--- src/rtl/chbd_pkg.sv ---
// Shared types, character codes and helper functions for the chunked body decoder.
// Has no dependencies; every other file of the block imports it.
package chbd_pkg;

  localparam int CHBD_LEN_BITS = 32;

  localparam logic [7:0] CH_NUL   = 8'h00;
  localparam logic [7:0] CH_TAB   = 8'h09;
  localparam logic [7:0] CH_LF    = 8'h0A;
  localparam logic [7:0] CH_VT    = 8'h0B;
  localparam logic [7:0] CH_FF    = 8'h0C;
  localparam logic [7:0] CH_CR    = 8'h0D;
  localparam logic [7:0] CH_SPACE = 8'h20;
  localparam logic [7:0] CH_PLUS  = 8'h2B;
  localparam logic [7:0] CH_MINUS = 8'h2D;
  localparam logic [7:0] CH_X_UC  = 8'h58;
  localparam logic [7:0] CH_X_LC  = 8'h78;

  typedef enum logic [2:0] {
    PH_WS   = 3'd0,
    PH_SIGN = 3'd1,
    PH_NUM  = 3'd2,
    PH_LINE = 3'd3,
    PH_DATA = 3'd4,
    PH_DONE = 3'd5
  } phase_t;

  typedef enum logic [1:0] {
    DC_NONE   = 2'd0,
    DC_ZERO   = 2'd1,
    DC_X      = 2'd2,
    DC_DIGITS = 2'd3
  } digit_count_t;

  typedef struct packed {
    logic       valid;
    logic       is_end;
    logic [7:0] data;
  } result_t;

  function automatic logic is_space(input logic [7:0] c);
    return (c == CH_SPACE) || (c == CH_TAB) || (c == CH_LF) || (c == CH_VT) ||
           (c == CH_FF) || (c == CH_CR);
  endfunction

  function automatic logic is_hex(input logic [7:0] c);
    return ((c >= 8'h30) && (c <= 8'h39)) || ((c >= 8'h61) && (c <= 8'h66)) ||
           ((c >= 8'h41) && (c <= 8'h46));
  endfunction

  // Value of a hex digit; meaningless when is_hex is false.
  function automatic logic [3:0] hex_val(input logic [7:0] c);
    logic [3:0] v;
    if (c <= 8'h39) v = c[3:0];
    else v = 4'(c[3:0] + 4'd9);
    return v;
  endfunction

endpackage

--- src/rtl/chbd_step.sv ---
// Combinational parser step: one body byte against the held parse state.
// Depends on chbd_pkg for the phase codes, character codes and result type.
module chbd_step import chbd_pkg::*; #(
  parameter int LEN_BITS = CHBD_LEN_BITS
) (
  input  phase_t              phase,
  input  logic [LEN_BITS-1:0] size_acc,
  input  logic [LEN_BITS-1:0] bytes_left,
  input  digit_count_t        digit_count,
  input  logic                negative_size,
  input  logic [7:0]          in_byte,
  input  logic                new_body,
  output phase_t              phase_next,
  output logic [LEN_BITS-1:0] size_acc_next,
  output logic [LEN_BITS-1:0] bytes_left_next,
  output digit_count_t        digit_count_next,
  output logic                negative_size_next,
  output result_t             res
);

  localparam logic [LEN_BITS-1:0] LEN_ONE = {{(LEN_BITS-1){1'b0}}, 1'b1};

  phase_t              ph;
  logic [LEN_BITS-1:0] acc;
  logic [LEN_BITS-1:0] left;
  digit_count_t        dc;
  logic                neg;
  logic                hex;
  logic [3:0]          dval;
  logic [LEN_BITS-1:0] dval_ext;
  logic [LEN_BITS-1:0] acc_shift;
  logic                acc_sat;
  logic                is_sign;
  logic                is_x;
  logic                num_bad;
  logic                left_one;

  // A new body restarts from the reset state before this byte is looked at.
  always_comb begin
    if (new_body) begin
      ph   = PH_WS;
      acc  = '0;
      left = '0;
      dc   = DC_NONE;
      neg  = 1'b0;
    end else begin
      ph   = phase;
      acc  = size_acc;
      left = bytes_left;
      dc   = digit_count;
      neg  = negative_size;
    end
  end

  assign hex       = is_hex(in_byte);
  assign dval      = hex_val(in_byte);
  assign dval_ext  = {{(LEN_BITS-4){1'b0}}, dval};
  // Saturate once any of the top four bits would be shifted out.
  assign acc_sat   = |acc[LEN_BITS-1 -: 4];
  assign acc_shift = acc_sat ? '1 : {acc[LEN_BITS-5:0], dval};
  assign is_sign   = (in_byte == CH_PLUS) || (in_byte == CH_MINUS);
  assign is_x      = (in_byte == CH_X_LC) || (in_byte == CH_X_UC);
  assign num_bad   = (dc != DC_DIGITS) || neg || (acc == '0);
  assign left_one  = (left == LEN_ONE);

  // Next state
  always_comb begin
    phase_next         = ph;
    size_acc_next      = acc;
    bytes_left_next    = left;
    digit_count_next   = dc;
    negative_size_next = neg;
    unique case (ph)
      PH_WS: begin
        if (is_space(in_byte)) begin
          phase_next = PH_WS;
        end else if (is_sign) begin
          negative_size_next = (in_byte == CH_MINUS);
          phase_next         = PH_SIGN;
        end else if (hex) begin
          size_acc_next    = dval_ext;
          digit_count_next = (dval == 4'd0) ? DC_ZERO : DC_DIGITS;
          phase_next       = PH_NUM;
        end else begin
          phase_next = PH_DONE;
        end
      end
      PH_SIGN: begin
        if (hex) begin
          size_acc_next    = dval_ext;
          digit_count_next = (dval == 4'd0) ? DC_ZERO : DC_DIGITS;
          phase_next       = PH_NUM;
        end else begin
          phase_next = PH_DONE;
        end
      end
      PH_NUM: begin
        if ((dc == DC_ZERO) && is_x) begin
          digit_count_next = DC_X;
        end else if (hex) begin
          size_acc_next    = (dc == DC_DIGITS) ? acc_shift : dval_ext;
          digit_count_next = DC_DIGITS;
        end else if (num_bad) begin
          phase_next = PH_DONE;
        end else begin
          bytes_left_next = acc;
          if (in_byte == CH_LF) phase_next = PH_DATA;
          else if (in_byte == CH_NUL) phase_next = PH_DONE;
          else phase_next = PH_LINE;
        end
      end
      PH_LINE: begin
        if (in_byte == CH_LF) phase_next = PH_DATA;
        else if (in_byte == CH_NUL) phase_next = PH_DONE;
      end
      PH_DATA: begin
        if (left != '0) bytes_left_next = left - LEN_ONE;
        // Last payload byte of the chunk: back to the next size line.
        if ((left == '0) || left_one) begin
          phase_next         = PH_WS;
          size_acc_next      = '0;
          digit_count_next   = DC_NONE;
          negative_size_next = 1'b0;
        end
      end
      default: begin
        phase_next = ph;
      end
    endcase
  end

  // Result
  always_comb begin
    res = '0;
    unique case (ph)
      PH_WS: begin
        res.is_end = !is_space(in_byte) && !is_sign && !hex;
        res.valid  = res.is_end;
      end
      PH_SIGN: begin
        res.is_end = !hex;
        res.valid  = res.is_end;
      end
      PH_NUM: begin
        res.is_end = !((dc == DC_ZERO) && is_x) && !hex &&
                     (num_bad || (in_byte == CH_NUL));
        res.valid  = res.is_end;
      end
      PH_LINE: begin
        res.is_end = (in_byte == CH_NUL);
        res.valid  = res.is_end;
      end
      PH_DATA: begin
        res.valid = 1'b1;
        res.data  = in_byte;
      end
      default: begin
        res = '0;
      end
    endcase
  end

endmodule

--- src/rtl/http_chunked_body_decoder.sv ---
// Top level of the HTTP chunked body decoder: input register, parse state, result register.
// Depends on chbd_pkg and chbd_step.
//
// Decodes an HTTP chunked-transfer body at one byte per clock. Raw body bytes enter on the
// s_ side (tuser high marks the first byte of a new body); only chunk payload bytes leave on
// the m_ side, and the end of the body is one item with tlast high and tdata zero. Size lines
// are hex, read as a base-16 strtol would read them, saturating at 2^LEN_BITS-1. Each byte
// is held in the input register and is then parsed into the result register, so a new
// byte is taken every cycle while the output side keeps up; a stalled output holds the
// pipeline through the chained ready. Bytes after the end of a body give nothing until
// the next new-body byte.
module http_chunked_body_decoder import chbd_pkg::*; #(
  parameter int LEN_BITS = CHBD_LEN_BITS
) (
  input  logic       clk,
  input  logic       rst,
  input  logic       s_tvalid,
  output logic       s_tready,
  input  logic [7:0] s_tdata,   // [7:0] in_byte
  input  logic       s_tuser,   // [0] new_body
  output logic       m_tvalid,
  input  logic       m_tready,
  output logic [7:0] m_tdata,   // [7:0] out_byte
  output logic       m_tlast
);

  logic                in_valid;
  logic [7:0]          in_byte;
  logic                in_new;
  logic                advance;

  phase_t              phase;
  phase_t              phase_next;
  logic [LEN_BITS-1:0] size_acc;
  logic [LEN_BITS-1:0] size_acc_next;
  logic [LEN_BITS-1:0] bytes_left;
  logic [LEN_BITS-1:0] bytes_left_next;
  digit_count_t        digit_count;
  digit_count_t        digit_count_next;
  logic                negative_size;
  logic                negative_size_next;
  result_t             res;

  assign advance  = in_valid && (!m_tvalid || m_tready);
  assign s_tready = !in_valid || advance;

  always_ff @(posedge clk) begin
    if (rst) begin
      in_valid <= 1'b0;
    end else if (s_tready) begin
      in_valid <= s_tvalid;
    end
  end

  always_ff @(posedge clk) begin
    if (s_tvalid && s_tready) begin
      in_byte <= s_tdata;
      in_new  <= s_tuser;
    end
  end

  chbd_step #(
    .LEN_BITS(LEN_BITS)
  ) u_step (
    .phase              (phase),
    .size_acc           (size_acc),
    .bytes_left         (bytes_left),
    .digit_count        (digit_count),
    .negative_size      (negative_size),
    .in_byte            (in_byte),
    .new_body           (in_new),
    .phase_next         (phase_next),
    .size_acc_next      (size_acc_next),
    .bytes_left_next    (bytes_left_next),
    .digit_count_next   (digit_count_next),
    .negative_size_next (negative_size_next),
    .res                (res)
  );

  // Parse state advances once per byte leaving the input register.
  always_ff @(posedge clk) begin
    if (rst) begin
      phase         <= PH_WS;
      size_acc      <= '0;
      bytes_left    <= '0;
      digit_count   <= DC_NONE;
      negative_size <= 1'b0;
    end else if (advance) begin
      phase         <= phase_next;
      size_acc      <= size_acc_next;
      bytes_left    <= bytes_left_next;
      digit_count   <= digit_count_next;
      negative_size <= negative_size_next;
    end
  end

  always_ff @(posedge clk) begin
    if (rst) begin
      m_tvalid <= 1'b0;
    end else if (advance) begin
      m_tvalid <= res.valid;
    end else if (m_tready) begin
      m_tvalid <= 1'b0;
    end
  end

  always_ff @(posedge clk) begin
    if (advance && res.valid) begin
      m_tdata <= res.data;
      m_tlast <= res.is_end;
    end
  end

  a_end_no_data: assert property (@(posedge clk) disable iff (rst)
    m_tvalid && m_tlast |-> m_tdata == 8'h00)
    else $error("end item carries a data byte");

  a_end_enters_done: assert property (@(posedge clk) disable iff (rst)
    advance && res.valid && res.is_end |=> phase == PH_DONE)
    else $error("end item not followed by the done phase");

  a_data_has_bytes: assert property (@(posedge clk) disable iff (rst)
    phase == PH_DATA |-> bytes_left != '0)
    else $error("payload phase with no bytes left");

  a_num_has_digit: assert property (@(posedge clk) disable iff (rst)
    phase == PH_NUM |-> digit_count != DC_NONE)
    else $error("number phase without a digit");

  a_done_silent: assert property (@(posedge clk) disable iff (rst)
    advance && (phase == PH_DONE) && !in_new |=> !m_tvalid)
    else $error("item produced after the end of the body");

endmodule

--- config.mk ---
export PLATFORM = sky130hd
export DESIGN_NAME = http_chunked_body_decoder
export DESIGN_NICKNAME = d
export VERILOG_FILES = /design/src/rtl/chbd_pkg.sv /design/src/rtl/chbd_step.sv /design/src/rtl/http_chunked_body_decoder.sv
export SDC_FILE = /design/constraint.sdc
export NUM_CORES = 1
export LEC_CHECK = 0
export BUFFER_PORTS_ARGS = -buffer_cell sky130_fd_sc_hd__buf_2
export CORE_MARGIN = 2
export CORE_UTILIZATION = 35
export DETAILED_ROUTE_END_ITERATION = 8
export SLEW_MARGIN = 20
export SYNTH_ARGS = -nofsm -noshare
export SYNTH_HDL_FRONTEND = slang
export SYNTH_SLANG_ARGS = --single-unit
--- constraint.sdc ---
create_clock -name clk -period 7.88 [get_ports clk]
set_input_delay 1.182 -clock clk [delete_from_list [all_inputs] [get_ports clk]]
set_output_delay 1.182 -clock clk [all_outputs]
set_load 0.01 [all_outputs]
# [After elaboration in Yosys (flattened, before gate mapping)]
# Cells that the tools add are included.
[totals] regBits=90 latchBits=0 ram_bits=0 mem_bits_ro=0 input_bits=13 output_inout_bits=11 elab_cells=125 n_memories=0
[classes] add_sub_neg=2 multipliers=0 n_div=0 n_lt_le_gt_ge=6 eq_ne=18 n_shift=0 muxes=48 bitwise_logic=0 reduce_logical=40
[op_table] op="32-bit two-way mux" n=14
[op_table] op="32-bit case mux with 4 select lines" n=1
[op_table] op="32-bit zero test" n=2
[op_table] op="32-bit case mux with 2 select lines" n=1
[op_table] op="8-bit by 4-bit == test with 1-bit output, second input constant" n=5
[op_table] op="3-bit two-way mux" n=12
[op_table] op="32-bit by 1-bit == test with 1-bit output, second input constant" n=1
[op_table] op="32-bit nonzero test" n=1
[op_table] op="32-bit by 1-bit subtractor with 32-bit output, second input constant" n=1
[op_table] op="8-bit by 6-bit == test with 1-bit output, second input constant" n=3
[op_table] op="8-bit by 7-bit == test with 1-bit output, second input constant" n=2
[op_table] op="8-bit by 7-bit >= comparator with 1-bit output, second input constant" n=2
[op_table] op="8-bit by 7-bit less-or-equal comparator with 1-bit output, second input constant" n=2
[op_table] op="2-bit two-way mux" n=8
[op_table] op="1-bit logical OR" n=15
[op_table] op="3-bit case mux with 5 select lines" n=1
[op_table] op="1-bit logical AND" n=11
[op_table] op="8-bit by 6-bit >= comparator with 1-bit output, second input constant" n=1
[op_table] op="8-bit by 6-bit less-or-equal comparator with 1-bit output, second input constant" n=1
[op_table] op="8-bit zero test" n=1
[op_table] op="2-bit case mux with 4 select lines" n=1
[op_table] op="3-bit by 2-bit == test with 1-bit output, second input constant" n=2
[op_table] op="1-bit zero test" n=6
[op_table] op="1-bit two-way mux" n=6
[op_table] op="other kinds (14)" n=14

# [Logic depth before layout (Yosys ltp)]
# Gate-level depths: netlist (run 1).
[depth] word_depth=11 mapped_depth=12 depth_no_buf=10

# [Hierarchy]
# From an unflattened synthesis (run 1), not the netlist that was laid out.
[hier_totals] hier_cells=811 hier_area_um2=6713.9
[modules_own_cells] module="http_chunked_body_decoder" instances=1 cells_per_inst=333 area_each_um2=3841.2 seq_area_each_um2=1981.9
[modules_own_cells] module="chbd_step" instances=1 cells_per_inst=478 area_each_um2=2872.8 seq_area_each_um2=0.0

# [Worst setup path before layout (run 1)]
# No wires, ideal clock.
[synth_timing] kind="input -> register" start="in m_tready" end="reg size_acc[15]" setup_time_ns=0.095 arrival_time_ns=2.902 required_ns=7.785 setup_slack_ns=4.883 stages=9 n_path_buf=2 cell_sequence="nand2b_1 -> and2_1 -> clkbuf_1 -> nand2b_1 -> nor2_1 -> and3_1 -> clkbuf_1 -> o21ai_0 -> a221oi_1"
[synth_via] elab_chain_len=2
[synth_rtl] element="from (decl)" line_no="http_chunked_body_decoder.sv:22" source="input logic m_tready,"
[synth_rtl] element="1-bit logical OR" line_no="http_chunked_body_decoder.sv:44" source="assign advance = in_valid && (!m_tvalid || m_tready);"
[synth_rtl] element="1-bit logical AND" line_no="http_chunked_body_decoder.sv:44"
[synth_rtl] element="to (signal assigned)" line_no="http_chunked_body_decoder.sv:90" source="size_acc <= size_acc_next;"
[synth_rtl] element="to (decl)" line_no="http_chunked_body_decoder.sv:34" source="logic [LEN_BITS-1:0] size_acc;"
# Every way passes these cells.
# A chain may end at the register's enable or synchronous reset.

# [Final worst setup path (run 1)]
[layout_timing] start="reg in_new" end="reg bytes_left[3]"
[layout_via] elab_chain_len=8 word_cells_on_any_way=20 classes_between="add/sub (1); eq/ne (4); mux (10); reduce/logical (5)"
[layout_rtl] element="from (decl)" line_no="http_chunked_body_decoder.sv:29" source="logic in_new;"
[layout_rtl] element="from (signal assigned)" line_no="http_chunked_body_decoder.sv:58" source="in_new <= s_tuser;"
[layout_rtl] element="branches (longest 7 deep; another with 32-bit by 1-bit subtractor with 32-bit output)"
[layout_rtl] element="32-bit case mux with 2 select lines (*)" line_no="chbd_step.sv:73" source="unique case (ph)"
[layout_rtl] element="to (signal assigned)" line_no="http_chunked_body_decoder.sv:91" source="bytes_left <= bytes_left_next;"
[layout_rtl] element="to (decl)" line_no="http_chunked_body_decoder.sv:36" source="logic [LEN_BITS-1:0] bytes_left;"
# Every way passes the cells marked *.

==> flow_summary.html, run 1 <==
<table>
<tr><th>Metric</th><th>Value</th></tr>
<tr><th colspan="2">CTS</th></tr>
<tr><td>Hold bufs inserted after CTS</td><td>0</td></tr>
<tr><td>Total setup buffers inserted after CTS</td><td>0</td></tr>
<tr><td>Worst-skew pair later-pin latency</td><td>between 300 and 400 ps</td></tr>
<tr><td>CTS root buffer</td><td>clkbuf_16</td></tr>
<tr><td>Count of cells resized by post-cts repair</td><td>0</td></tr>
<tr><td>Clock-pin slew on the worst setup and hold paths</td><td>~70 ps</td></tr>
<tr><td>Number of H-tree levels</td><td>3</td></tr>
<tr><td>Max Root-Sink Buffers</td><td>2</td></tr>
<tr><td>Inserted Clock Buffers</td><td>9</td></tr>
<tr><td>CTS sink cnt</td><td>90</td></tr>
<tr><td>TritonCTS clock tree</td><td>done</td></tr>
<tr><th colspan="2">Hold path</th></tr>
<tr><td>Endpoint, Worst Hold</td><td>size_acc[30]</td></tr>
<tr><td>Hold depth</td><td>1</td></tr>
<tr><td>Worst min-delay path class</td><td>flip-flop to flip-flop</td></tr>
<tr><td>Start point of the worst min-delay path</td><td>size_acc[30]</td></tr>
<tr><th colspan="2">Setup path</th></tr>
<tr><td>Crit Reg-Reg Endpoint</td><td>bytes_left[3]</td></tr>
<tr><td>Arrival time of data at the critical path endpoint</td><td>3790 ps</td></tr>
<tr><td>Critical Path Start Type</td><td>flip-flop</td></tr>
<tr><td>Biggest fanout along the worst timing path</td><td>42</td></tr>
<tr><td>Critical Path Sink Type</td><td>flip-flop</td></tr>
<tr><td>Count of cells along the worst register-to-register path</td><td>9</td></tr>
<tr><td>Crit Path Category</td><td>flip-flop to flip-flop</td></tr>
<tr><td>Flop2flop setup slack</td><td>4290 ps</td></tr>
<tr><td>CP required</td><td>8080 ps</td></tr>
<tr><td>Worst R2R Start</td><td>in_new</td></tr>
<tr><th colspan="2">Finish</th></tr>
<tr><td>Multi-input gate area in the final layout</td><td>3302 um^2</td></tr>
<tr><td>Fraction of final layout cells sized beyond drive strength 1</td><td>0.09650</td></tr>
<tr><td>Number of diodes added for antenna fixing</td><td>0</td></tr>
<tr><td>Number of inserted filler cells in the final layout</td><td>1647</td></tr>
<tr><td>Area occupied by registers</td><td>1982 um^2</td></tr>
<tr><td>Non-filler cells, final</td><td>931</td></tr>
<tr><td>Area Overhead vs Synth</td><td>10.01%</td></tr>
<tr><td>Nets@finish</td><td>732</td></tr>
<tr><th colspan="2">Timing</th></tr>
<tr><td>Slew HR</td><td>0.4654</td></tr>
<tr><td>Unrepaired setup endpoints after global routing</td><td>no</td></tr>
<tr><td>Slew at the pin closest to its max-slew limit</td><td>~800 ps</td></tr>
<tr><td>Final hold vios</td><td>0</td></tr>
<tr><td>Total negative slack for setup checks</td><td>0 ps</td></tr>
<tr><td>Max-slew violations</td><td>0</td></tr>
<tr><td>Maximum clock skew at final layout</td><td>around 15 ps</td></tr>
<tr><td>Final cycle utilization of the critical path</td><td>0.4556</td></tr>
<tr><td>Number of failing setup endpoints in the final timing report</td><td>0</td></tr>
<tr><td>Achievable Freq</td><td>about 280 MHz</td></tr>
<tr><td>Post-route minimum period</td><td>~3600 ps</td></tr>
<tr><th colspan="2">Synthesis</th></tr>
<tr><td>Leading area contributor after synthesis</td><td>dfxtp_1</td></tr>
<tr><td>Cell with the most instances after synthesis</td><td>nor2_1</td></tr>
<tr><td>Number of warnings reported in the yosys synthesis log</td><td>0</td></tr>
<tr><td>Post-synthesis area per instance</td><td>7.812 um^2</td></tr>
<tr><td>Gate Count Post-Synth</td><td>715</td></tr>
<tr><td>Async SR Flop Fraction</td><td>0</td></tr>
<tr><td>Post-synth top area share</td><td>0.2581</td></tr>
<tr><td>Number of synthesized flops with an enable pin</td><td>18</td></tr>
<tr><td>Total of flip-flops plus latches after synthesis</td><td>90</td></tr>
<tr><td>Cells taking the most area after synthesis</td><td>dfxtp_1 26%, edfxtp_1 9.7%, o21ai_0 5.3%, a21oi_1 5.1%, nor2_1 5.1%</td></tr>
<tr><td>Net count after synthesis</td><td>736</td></tr>
<tr><td>Seq/Total Area, Yosys</td><td>0.3548</td></tr>
<tr><td>Number of library cell types mapped by synthesis</td><td>67</td></tr>
<tr><td>Most frequent cells after synthesis</td><td>76 x nor2_1, 72 x dfxtp_1, 63 x nand2_1, 59 x o21ai_0, 57 x a21oi_1</td></tr>
<tr><td>Most instantiated flip-flop cell in the synthesis netlist</td><td>dfxtp_1</td></tr>
<tr><td>Combined area of all synthesized cells</td><td>5585 um^2</td></tr>
<tr><th colspan="2">Drt</th></tr>
<tr><td>Total number of vias</td><td>5527</td></tr>
<tr><td>Detail-routed via count per cell</td><td>5.937</td></tr>
<tr><td>Detailed-route wire length</td><td>17400 um</td></tr>
<tr><td>Remaining DRCs</td><td>0</td></tr>
<tr><td>Routed Antenna Nets</td><td>0</td></tr>
<tr><td>Initial DRT Pass Iterations</td><td>5</td></tr>
<tr><td>Drt wl/cell</td><td>between 15 and 20 um</td></tr>
<tr><td>Count of routing violations after the opening detailed-route iteration</td><td>641</td></tr>
<tr><th colspan="2">Floorplan</th></tr>
<tr><td>DIE AREA</td><td>16980 um^2</td></tr>
<tr><td>Core area</td><td>approximately 16000 um^2</td></tr>
<tr><td>Number of I/O pins</td><td>24</td></tr>
<tr><td>Number of rows created at floorplan</td><td>46</td></tr>
<tr><td>Height of the die</td><td>130.3 um</td></tr>
<tr><td>Initial Util</td><td>0.3555</td></tr>
<tr><td>Horizontal die dimension</td><td>130.3 um</td></tr>
<tr><th colspan="2">Placed design</th></tr>
<tr><td>Placer's final routability congestion estimate</td><td>0.9276</td></tr>
<tr><td>Buffers on Ports</td><td>23</td></tr>
<tr><td>HPWL after detailed placement</td><td>approximately 12000 um</td></tr>
<tr><td>DP Cell Count</td><td>around 920</td></tr>
<tr><th colspan="2">Pwr</th></tr>
<tr><td>Worst VDD drop</td><td>0.1036 mV</td></tr>
<tr><td>Static power due to leakage</td><td>around 2.1 nW</td></tr>
<tr><td>Pwr dens</td><td>~180 nW/um^2</td></tr>
<tr><th colspan="2">GRT</th></tr>
<tr><td>Overall Global Routing Usage</td><td>0.2101</td></tr>
<tr><td>Wire length of the first global-routing pass</td><td>27790 um</td></tr>
<tr><td>Total congestion overflow after global routing</td><td>0</td></tr>
<tr><td>Maximum number of pins on one net before global-route repair</td><td>59</td></tr>
<tr><td>Vias in the first global route</td><td>5095</td></tr>
<tr><td>Initial antenna violation count</td><td>0</td></tr>
<tr><th colspan="2">Job</th></tr>
<tr><td>MaxCap Viol Count</td><td>0</td></tr>
<tr><th colspan="2">Outcome</th></tr>
<tr><td>Result of the run</td><td>completed</td></tr>
</table>
-- registers in the layout, indices dropped and copies added, names as in the netlist --
name / cells
bytes_left: 32
size_acc: 32
in_byte: 8
m_tdata: 8
phase: 3
digit_count: 2
in_new: 1
in_valid: 1
m_tlast: 1
m_tvalid: 1
negative_size: 1
-- metal layers --
layer,up-vias,global-route usage,wire length [um]
met4,0,0.08539,368
met2,207,0.2950,7483
met5,-,0,0
li1,2675,-,-
met1,2614,0.3191,8308
met3,31,0.02993,1241
-- through the flow --
stage / instance area, um^2 / hold slack (ps) / power [mW] / setup slack, ps / utilization
after global placement: 5863 / 472.6 / 0.6745 / 4188 / 0.3731
after detailed placement: 5868 / 475.0 / 0.6740 / 4142 / 0.3735
final: 6145 / 487.4 / 1.089 / 4290 / 0.3911
after global routing: 6145 / 512.9 / 1.132 / 4000 / 0.3911
after CTS: 6145 / 486.1 / 1.092 / 4325 / 0.3911
after floorplan: 5585 / 440.2 / 0.6274 / 4883 / -
-- power by group --
part	switching [mW]	internal, mW
clock	0.198	0.223
sequential	0.0171	0.484
combinational	0.110	0.0567
total	0.325	0.764
-- placed cells by master (no fill, tap or decap), types with 3 or more instances in the layout --
cell,n
nor2_1,76
dfxtp_1,72
nand2_1,63
o21ai_0,59
a21oi_1,57
inv_1,31
buf_2,23
nor3_1,18
a21o_1,18
a221oi_1,18
edfxtp_1,18
nand3_1,17
o2bb2ai_1,17
a211oi_1,16
nor4_1,13
a31oi_1,12
buf_4,11
nand4_1,10
and3_1,10
and2_1,10
or4_1,9
clkbuf_16,9
nand2b_1,8
nor2b_1,8
o211ai_1,8
ha_1,8
o22ai_1,6
mux2_2,6
o32ai_1,5
or3_1,5
a311oi_1,5
o311ai_0,5
nand3b_1,4
mux2_1,4
o21bai_1,3
o21a_1,3
mux2i_1,3
o21ai_1,3
-- worst max-delay path: stages (launching register included) --
cell and delay (ps):
edfxtp_1 350, buf_4 270, inv_1 100, buf_4 280
and3_1 690, o211ai_4 300, nor2_2 690, mux2_2 410
a211oi_1 250, a211oi_1 70
-- logic make-up (layout without fill, tap and decap cells) --
| logic type | Yosys count | count (layout) | synth area share |
|---|---|---|---|
| AOI/OAI and AO/OA | 256 | 256 | 0.3067 |
| muxes | 13 | 13 | 0.02554 |
| xor gates and xnor gates | 2 | 2 | 0.003137 |
| and+or+nand+nor | 266 | 266 | 0.2359 |
| DFF | 90 | 90 | 0.3548 |
| buffers and inverters | 80 | 80 | 0.05600 |
| adders and majority gates | 8 | 8 | 0.01792 |
-- cell type report --
cell class	count	area share
multi-input combinational	545	0.5374
sequential	90	0.3225
tap	216	0.04398
clock buffer	10	0.03889
timing repair buffer	34	0.03217
inverter	31	0.01894
clock inverter	5	0.006109
-- worst max path at each step --
stage | start | to | slack (ps)
after floorplan | m_tready | size_acc[15] | 4880
after global placement | m_tready | size_acc[19] | 4190
after detailed placement | m_tready | size_acc[19] | 4140
after CTS | in_new | size_acc[7] | 4330
after global routing | in_new | size_acc[13] | 4000
final | in_new | bytes_left[3] | 4290
(Power assumes the default switching activity.)
==> run 2: changes to the inputs <==
==> constraint.sdc (replaced) <==
create_clock -name clk -period 3.4 [get_ports clk]
set_input_delay 0.51 -clock clk [delete_from_list [all_inputs] [get_ports clk]]
set_output_delay 0.51 -clock clk [all_outputs]
set_load 0.01 [all_outputs]
==> flow_summary.html, run 2 (same netlist as run 1, synthesis figures left out) <==
<table>
<tr><th>Metric</th><th>Value</th></tr>
<tr><th colspan="2">Finish</th></tr>
<tr><td>Share of the core filled with cells in the final layout</td><td>0.4037</td></tr>
<tr><td>Nets@finish</td><td>751</td></tr>
<tr><td>Non-filler cells, final</td><td>951</td></tr>
<tr><td>Final std cell area, no fill</td><td>between 6000 and 7000 um^2</td></tr>
<tr><td>Area Overhead vs Synth</td><td>13.58%</td></tr>
<tr><td>Highest-count cells in the layout ignoring fill and taps</td><td>76 x nor2_1, 72 x dfxtp_1, 63 x nand2_1</td></tr>
<tr><td>Fraction of final layout cells sized beyond drive strength 1</td><td>0.1170</td></tr>
<tr><td>Commonest non-fill, non-tap cell in the layout</td><td>nor2_1</td></tr>
<tr><td>Top flop regs</td><td>bytes_left: 32 flops, size_acc: 32 flops</td></tr>
<tr><td>Number of diodes added for antenna fixing</td><td>0</td></tr>
<tr><th colspan="2">Pwr</th></tr>
<tr><td>Worst VDD drop</td><td>between 0.2 and 0.3 mV</td></tr>
<tr><td>Total power consumption of the routed design</td><td>2.662 mW</td></tr>
<tr><td>Static power due to leakage</td><td>2.202 nW</td></tr>
<tr><td>Pwr dens</td><td>419.6 nW/um^2</td></tr>
<tr><th colspan="2">Setup path</th></tr>
<tr><td>Cell type of the slowest stage on the worst timing path</td><td>a21oi_2</td></tr>
<tr><td>Worst path top cell family by delay</td><td>compound AO/OA/AOI/OAI gates</td></tr>
<tr><td>Crit Path Category</td><td>flip-flop to flip-flop</td></tr>
<tr><td>Count of buffering cells on the critical path with inverters included</td><td>2</td></tr>
<tr><td>CP required</td><td>about 3700 ps</td></tr>
<tr><td>Maximum single-stage delay on the critical path</td><td>between 600 and 700 ps</td></tr>
<tr><td>Critical Path Start Type</td><td>flip-flop</td></tr>
<tr><td>Critical Path Sink Type</td><td>flip-flop</td></tr>
<tr><td>Most used cell, CP</td><td>inv_1</td></tr>
<tr><td>Arrival time of data at the critical path endpoint</td><td>3380 ps</td></tr>
<tr><td>Biggest fanout along the worst timing path</td><td>15</td></tr>
<tr><td>Critical path, cell by cell</td><td>inv_1 &gt; ha_1 &gt; inv_1 &gt; o311a_1 &gt; or2_2 &gt; a211oi_1 &gt; o31ai_4 &gt; a21oi_2 &gt; o2bb2ai_1</td></tr>
<tr><th colspan="2">GRT</th></tr>
<tr><td>Vias in the first global route</td><td>a little over 5000</td></tr>
<tr><td>Total congestion overflow after global routing</td><td>0</td></tr>
<tr><td>Wire length of the first global-routing pass</td><td>28500 um</td></tr>
<tr><td>Maximum number of pins on one net before global-route repair</td><td>58</td></tr>
<tr><td>Initial antenna violation count</td><td>0</td></tr>
<tr><td>Overall Global Routing Usage</td><td>0.2160</td></tr>
<tr><th colspan="2">Drt</th></tr>
<tr><td>Total number of vias</td><td>5647</td></tr>
<tr><td>Drt wl/cell</td><td>18.52 um</td></tr>
<tr><td>Detailed-route wire length</td><td>17610 um</td></tr>
<tr><td>Initial DRT Pass Iterations</td><td>5</td></tr>
<tr><td>Remaining DRCs</td><td>0</td></tr>
<tr><td>Routed Antenna Nets</td><td>0</td></tr>
<tr><td>Detail-routed via count per cell</td><td>5.938</td></tr>
<tr><td>Count of routing violations after the opening detailed-route iteration</td><td>641</td></tr>
<tr><th colspan="2">Floorplan</th></tr>
<tr><td>Core area</td><td>15710 um^2</td></tr>
<tr><td>Number of I/O pins</td><td>24</td></tr>
<tr><td>Horizontal die dimension</td><td>130.3 um</td></tr>
<tr><td>Initial Util</td><td>0.3555</td></tr>
<tr><td>DIE AREA</td><td>roughly 17000 um^2</td></tr>
<tr><td>Number of rows created at floorplan</td><td>46</td></tr>
<tr><td>Height of the die</td><td>130.3 um</td></tr>
<tr><th colspan="2">Timing</th></tr>
<tr><td>Total negative slack for setup checks</td><td>0 ps</td></tr>
<tr><td>Maximum clock skew at final layout</td><td>roughly 12 ps</td></tr>
<tr><td>Slew HR</td><td>0.4645</td></tr>
<tr><td>Final hold vios</td><td>0</td></tr>
<tr><td>Unrepaired setup endpoints after global routing</td><td>no</td></tr>
<tr><td>Achievable Freq</td><td>between 300 and 400 MHz</td></tr>
<tr><td>Number of failing setup endpoints in the final timing report</td><td>0</td></tr>
<tr><td>Post-route minimum period</td><td>3107 ps</td></tr>
<tr><td>Final cycle utilization of the critical path</td><td>0.9138</td></tr>
<tr><td>Slew at the pin closest to its max-slew limit</td><td>803.2 ps</td></tr>
<tr><td>Max-slew violations</td><td>0</td></tr>
<tr><th colspan="2">CTS</th></tr>
<tr><td>Count of cells resized by post-cts repair</td><td>0</td></tr>
<tr><td>Clock-pin slew on the worst setup and hold paths</td><td>70 ps</td></tr>
<tr><td>CTS sink cnt</td><td>90</td></tr>
<tr><td>CTS root buffer</td><td>clkbuf_16</td></tr>
<tr><td>Worst-skew pair later-pin latency</td><td>360 ps</td></tr>
<tr><td>Total setup buffers inserted after CTS</td><td>0</td></tr>
<tr><td>Hold bufs inserted after CTS</td><td>0</td></tr>
<tr><td>TritonCTS clock tree</td><td>done</td></tr>
<tr><td>Max Root-Sink Buffers</td><td>2</td></tr>
<tr><td>Inserted Clock Buffers</td><td>9</td></tr>
<tr><td>Number of H-tree levels</td><td>3</td></tr>
<tr><th colspan="2">Hold path</th></tr>
<tr><td>Worst min-delay path class</td><td>input port to flip-flop</td></tr>
<tr><th colspan="2">Placed design</th></tr>
<tr><td>Placed cell areas</td><td>6018 um^2</td></tr>
<tr><td>Placer's final routability congestion estimate</td><td>0.9390</td></tr>
<tr><td>Buffers on Ports</td><td>23</td></tr>
<tr><td>HPWL after detailed placement</td><td>12190 um</td></tr>
<tr><td>DP Cell Count</td><td>935</td></tr>
<tr><th colspan="2">Job</th></tr>
<tr><td>MaxCap Viol Count</td><td>0</td></tr>
<tr><th colspan="2">Outcome</th></tr>
<tr><td>Result of the run</td><td>completed</td></tr>
</table>
-- run 2: final timing paths --
kind,from,endpoint,slack (ps),cells past startpoint
setup / recovery,in_byte[0],size_acc[29],290,9
setup reg to reg,in_byte[0],size_acc[29],290,9
hold reg to reg,negative_size,negative_size,490,2
hold / removal,s_tdata[7],in_byte[7],330,1
-- run 2: where the power goes --
group / switching, mW / leakage (nW) / internal (mW)
sequential: 0.0383 / 0.752 / 1.12
combinational: 0.259 / 1.29 / 0.147
clock: 0.437 / 0.156 / 0.659
-- run 2: per-layer routing --
metal	GRT usage	share of wire	wire, um	vias to the layer above
li1	-	-	-	2710
met1	0.3242	0.47	8273	2665
met2	0.3015	0.43	7511	239
met3	0.03362	0.074	1311	33
met4	0.09741	0.029	514	0
met5	0	0	0	-
-- run 2: worst reg2reg max path, delay by kind of cell, from the launching register on --
kind | cells | cell delay (ps)
buf+inv | 2 | 230
simple gates | 1 | 360
fa+ha+maj | 1 | 210
compound gates | 5 | 1760
flops | 1 | 470
-- run 2: through the flow --
stage / setup slack [ps] / hold WS (ps)
final: 292.9 / 332.5
after global routing: 131.2 / 323.7
after CTS: 307.6 / 321.8
after detailed placement: 341.0 / 483.2
after global placement: 415.5 / 469.8
after floorplan: 625.8 / 440.2
-- run 2: cell type report --
cell class                 count  area (um^2)
tap                          216        270.3
sequential                    90         1982
fill                        1609         9369
inverter                      31        116.4
multi-input combinational    545         3297
timing repair buffer          53        352.8
clock buffer                  13        282.8
clock inverter                 3        42.54
